**config.mk**
```make
export PLATFORM = sky130hd
export DESIGN_NAME = tscd_divider
export DESIGN_NICKNAME = d
export VERILOG_FILES = /design/src/hw/rtl/tscd_pkg.sv /design/src/hw/rtl/tscd_divider.sv
export SDC_FILE = /design/constraint.sdc
export NUM_CORES = 2
export LEC_CHECK = 0
export BUFFER_PORTS_ARGS = -buffer_cell sky130_fd_sc_hd__buf_2
export CAP_MARGIN = 20
export CORE_ASPECT_RATIO = 0.5
export CORE_MARGIN = 2
export CORE_UTILIZATION = 50
export CTS_CLUSTER_SIZE = 10
export DETAILED_ROUTE_END_ITERATION = 7
export PLACE_DENSITY = 0.72
export SLEW_MARGIN = 10
export SYNTH_ARGS = -nofsm -noshare
export SYNTH_HDL_FRONTEND = slang
export SYNTH_SLANG_ARGS = --single-unit
```
**constraint.sdc**
```tcl
create_clock -name clk -period 4.27 [get_ports clk]
set_input_delay 0.427 -clock clk [delete_from_list [all_inputs] [get_ports clk]]
set_output_delay 0.427 -clock clk [all_outputs]
set_load 0.02 [all_outputs]
```
**src/hw/rtl/tscd_pkg.sv**
```systemverilog
// Package with the widths, constants and pipeline layout of the triangle sample coverage core.
`default_nettype none
package tscd_pkg;
    localparam int FRAC_BITS  = 4;
    localparam int DEPTH_BITS = 16;
    localparam int SAMPLES    = 4;
    localparam int NSAMP      = 4;

    localparam int CW   = 16;
    localparam int ZW   = 16;
    localparam int PIXW = 11;
    localparam int EW   = CW + 1;
    localparam int SXW  = PIXW + FRAC_BITS;
    localparam int DXW  = ((SXW > CW) ? SXW : CW) + 2;
    localparam int PW   = EW + DXW;
    localparam int UW   = PW + 1;
    localparam int NW   = UW + 2;
    localparam int MW   = DEPTH_BITS + NW;
    localparam int NUMW = MW + 2;

    localparam logic [NW-1:0] AREA_THR = NW'((9 << (2 * FRAC_BITS)) / 10);

    localparam int FRONT = 6;
    localparam int LAST  = FRONT + DEPTH_BITS;
    localparam int NST   = LAST + 1;

    typedef struct packed {
        logic [DEPTH_BITS-1:0] az;
        logic [DEPTH_BITS-1:0] bz;
        logic [DEPTH_BITS-1:0] cz;
    } zset_t;

    typedef struct packed {
        logic [NSAMP-1:0] cov;
        logic             degen;
    } side_t;
endpackage
`default_nettype wire

```
**src/hw/rtl/tscd_divider.sv**
```systemverilog
// Pipelined restoring divider, one quotient bit per register stage.
`default_nettype none
module tscd_divider
    import tscd_pkg::*;
(
    input  wire logic                  clk,
    input  wire logic [DEPTH_BITS-1:0] adv,
    input  wire logic [NUMW-1:0]       num_in,
    input  wire logic [NW-1:0]         den_in,
    output logic [DEPTH_BITS-1:0]      quo
);
    logic [NUMW-1:0]       rem_reg [DEPTH_BITS];
    logic [NW-1:0]         den_reg [DEPTH_BITS];
    logic [DEPTH_BITS-1:0] q_reg   [DEPTH_BITS];

    for (genvar k = 0; k < DEPTH_BITS; k++) begin : g_step
        logic [NUMW-1:0]       rem_src;
        logic [NW-1:0]         den_src;
        logic [DEPTH_BITS-1:0] q_src;
        logic [NUMW-1:0]       den_sh;
        logic [NUMW-1:0]       rem_next;
        logic [DEPTH_BITS-1:0] q_next;

        if (k == 0) begin : g_first
            assign rem_src = num_in;
            assign den_src = den_in;
            assign q_src   = '0;
        end else begin : g_rest
            assign rem_src = rem_reg[k-1];
            assign den_src = den_reg[k-1];
            assign q_src   = q_reg[k-1];
        end

        // The quotient is known to fit, so the shifted divisor never loses bits.
        assign den_sh = NUMW'(den_src) << (DEPTH_BITS - 1 - k);

        always_comb
        begin
            rem_next = rem_src;
            q_next   = q_src;
            if (rem_src >= den_sh)
            begin
                rem_next = rem_src - den_sh;
                q_next[DEPTH_BITS-1-k] = 1'b1;
            end
        end

        always_ff @(posedge clk)
        begin
            if (adv[k])
            begin
                rem_reg[k] <= rem_next;
                den_reg[k] <= den_src;
                q_reg[k]   <= q_next;
            end
        end
    end

    assign quo = q_reg[DEPTH_BITS-1];
endmodule
`default_nettype wire

```
==> metrics.yaml <==
synth.area.top_cells: "edfxtp_1, ha_1, a21oi_1"
path_clk_slew_ps: 60
relSlewSlack: 0.442
grt_pass1_wl_mm: 317
ios: 127
critPathMaxFanout: 57
grt_pass1_vias: 61700
vias: 62700
stdcell_count: 11200
cts_tree: "yes"
nNetsFinal: 9548
cap_violations: 0
worstPathRequired_ps: 4810
syn_area_per_cell_sq_um: 10.5
p_per_area_nw_per_um2: 666
first_pass_iters: 6
via_per_inst: 5.58
worst_pin_slew_ps: 837
area_growth_pct: 10.5
clockBufferDepth: 4
cp-end-kind: "flip-flop"
clock_skew_ps: 46.4
place_ws_ps: 248
place_hpwl_mm: 149
synth_seq_cells: 1546
largest_reg_flops: 840
drc: 0
die_x_um: 605
htree_levels: 4
routed_wl_mm: 195
synthArstFlopShare: 0
setup_ws_ps: 283
tns_ps: 0
hold_violations: 0
first_iter_violations: 4674
outcome: "finished clean"
final_core_util: 0.555
antenna_cells: 0
antenna_found_initial: 0
gr-total-overflow: 0
period_share: 0.934
dieArea_sq_um: 184000
ys_types: 93
startpoint: "rem_reg[1][282]"
timing.rr.start: "rem_reg[1][282]"
max_freq_ghz: 0.251
synth.net_count: 9305
synth_edf_count: 1546
ant_nets: 0
setup_violations: 0
worstSetupPathType: "flip-flop to flip-flop"
arrival_ps: 4530
rows: 110
hold_path_class: "primary input to flip-flop"
syn_area_sq_um: 90200
leakagePower_nw: 40.0
yosys.area.top_type_share: 0.515
grt_max_degree: 109
start_util: 0.502
yosysSeqAreaShare: 0.515
post-cts-setup-buffer-count: 0
start_kind: "flip-flop"
slew_violations: 0
port-buffer-count: 126
rsz0062_at_grt: "no"
drive_above_1_share: 0.0641
worstHoldStart: "num_in[53]"
cts-root-buf: "clkbuf_16"
placed_cells: 10900
syn-instance-count: 8571
insertion_delay_ps: 820
numCtsBuffers: 181
min_period_ps: 3990
yosys.area.top_type: "edfxtp_1"
routedWlPerCell_um: 17.4
coreArea_sq_um: 180000
gp_congestion: 0.932
cts.sinks: 1546
yosysWarnings: 0
die_height_um: 304
synth-main-ff-cell: "edfxtp_1"
vdd_drop_max_mv: 0.371
grt_usage: 0.211
-- through the flow --
| stage | power, mW | area (sq um) | hold WS [ps] |
|---|---|---|---|
| 5_1_grt | 71.1 | 99700 | 48.6 |
| 4_1_cts | 66.4 | 99600 | 26.2 |
| 3_5_place_dp | 52.9 | 94000 | 405 |
| 6_report | 66.4 | 99700 | 82.9 |
| 2_1_floorplan | 45.6 | 90200 | 400 |
| 3_3_place_gp | 52.6 | 94000 | 401 |
-- synth_stat cells, types with 108 or more instances --
master and number:
inv_1 790, edfxtp_1 1546, nand2_1 725, a21o_1 387, nor3_1 108, nand3_1 151
nand4_1 143, xnor2_1 361, o21ai_0 587, ha_1 608, nor2_1 551, a21oi_1 821
clkbuf_1 221, xor2_1 295
-- placed cells by master, fill, tap and decap left out, types with 295 or more instances in the layout --
master / count
edfxtp_1: 1546
a21oi_1: 818
inv_1: 790
nand2_1: 725
ha_1: 608
o21ai_0: 586
nor2_1: 551
a21o_1: 386
xnor2_1: 361
xor2_1: 295
-- power by group --
part / internal (mW) / switching [mW] / total, mW
registers: 22.1 / 2.37 / 24.5
logic: 12.3 / 16.5 / 28.8
clock network: 7.59 / 5.56 / 13.2
total: 42.0 / 24.4 / 66.4
-- routing by layer --
layer  up-vias  GRT usage  routed length [um]
met1     29000      0.285               90500
met4         0     0.0836                7990
met5         -          0                   0
met3       459     0.0255                7690
li1      31700          -                   -
met2      1568      0.346               88900
-- area by class of cell --
type	instances	area, sq um
fillers	15300	80000
flip-flops and latches	1546	46400
multi-input cells	5960	39900
clock buffers	187	4590
well taps	2408	3010
inverters	792	2970
repair buffers	333	2670
clock inverters	10	120
-- repair_timing --
item	in CTS	in global routing
endpoints found under the hold margin	93	0
gates resized for setup	0	5
hold buffers	93	0
endpoints found under the setup margin	0	10
-- critical path: stages, from the launching register on --
cell and delay (ps):
edfxtp_1 450, ha_1 340, nor2b_1 130, o21ai_0 190, a21boi_1 120, o21a_1 190, o21ai_1 350, a211oi_1 140
buf_4 170, or3_1 390, a21oi_4 350, buf_4 490, mux2_2 400
-- path summary, 6_finish.rpt --
path	endpoint	slack, ps	cells past startpoint
worst max-delay path	rem_reg[1][338]	280	12
worst min-delay path	rem_reg[0][53]	80	3
worst max register to register	rem_reg[1][338]	280	12
worst min register to register	q_reg[1][53]	410	0
-- logic make-up (layout without fill, tap and decap cells) --
kind of cell             count (synthesis)  after routing  synth area share
multiplexers                            66             66           0.00824
adder cells (fa/ha/maj)                623            623            0.0877
buffers and inverters                 1065           1322            0.0447
XOR/XNOR                               656            656            0.0637
flip-flops                            1546           1546             0.515
AND/OR/NAND/NOR                       2200           2200             0.117
AO/OA/AOI/OAI                         2415           2415             0.164
(Power assumes the default switching activity.)
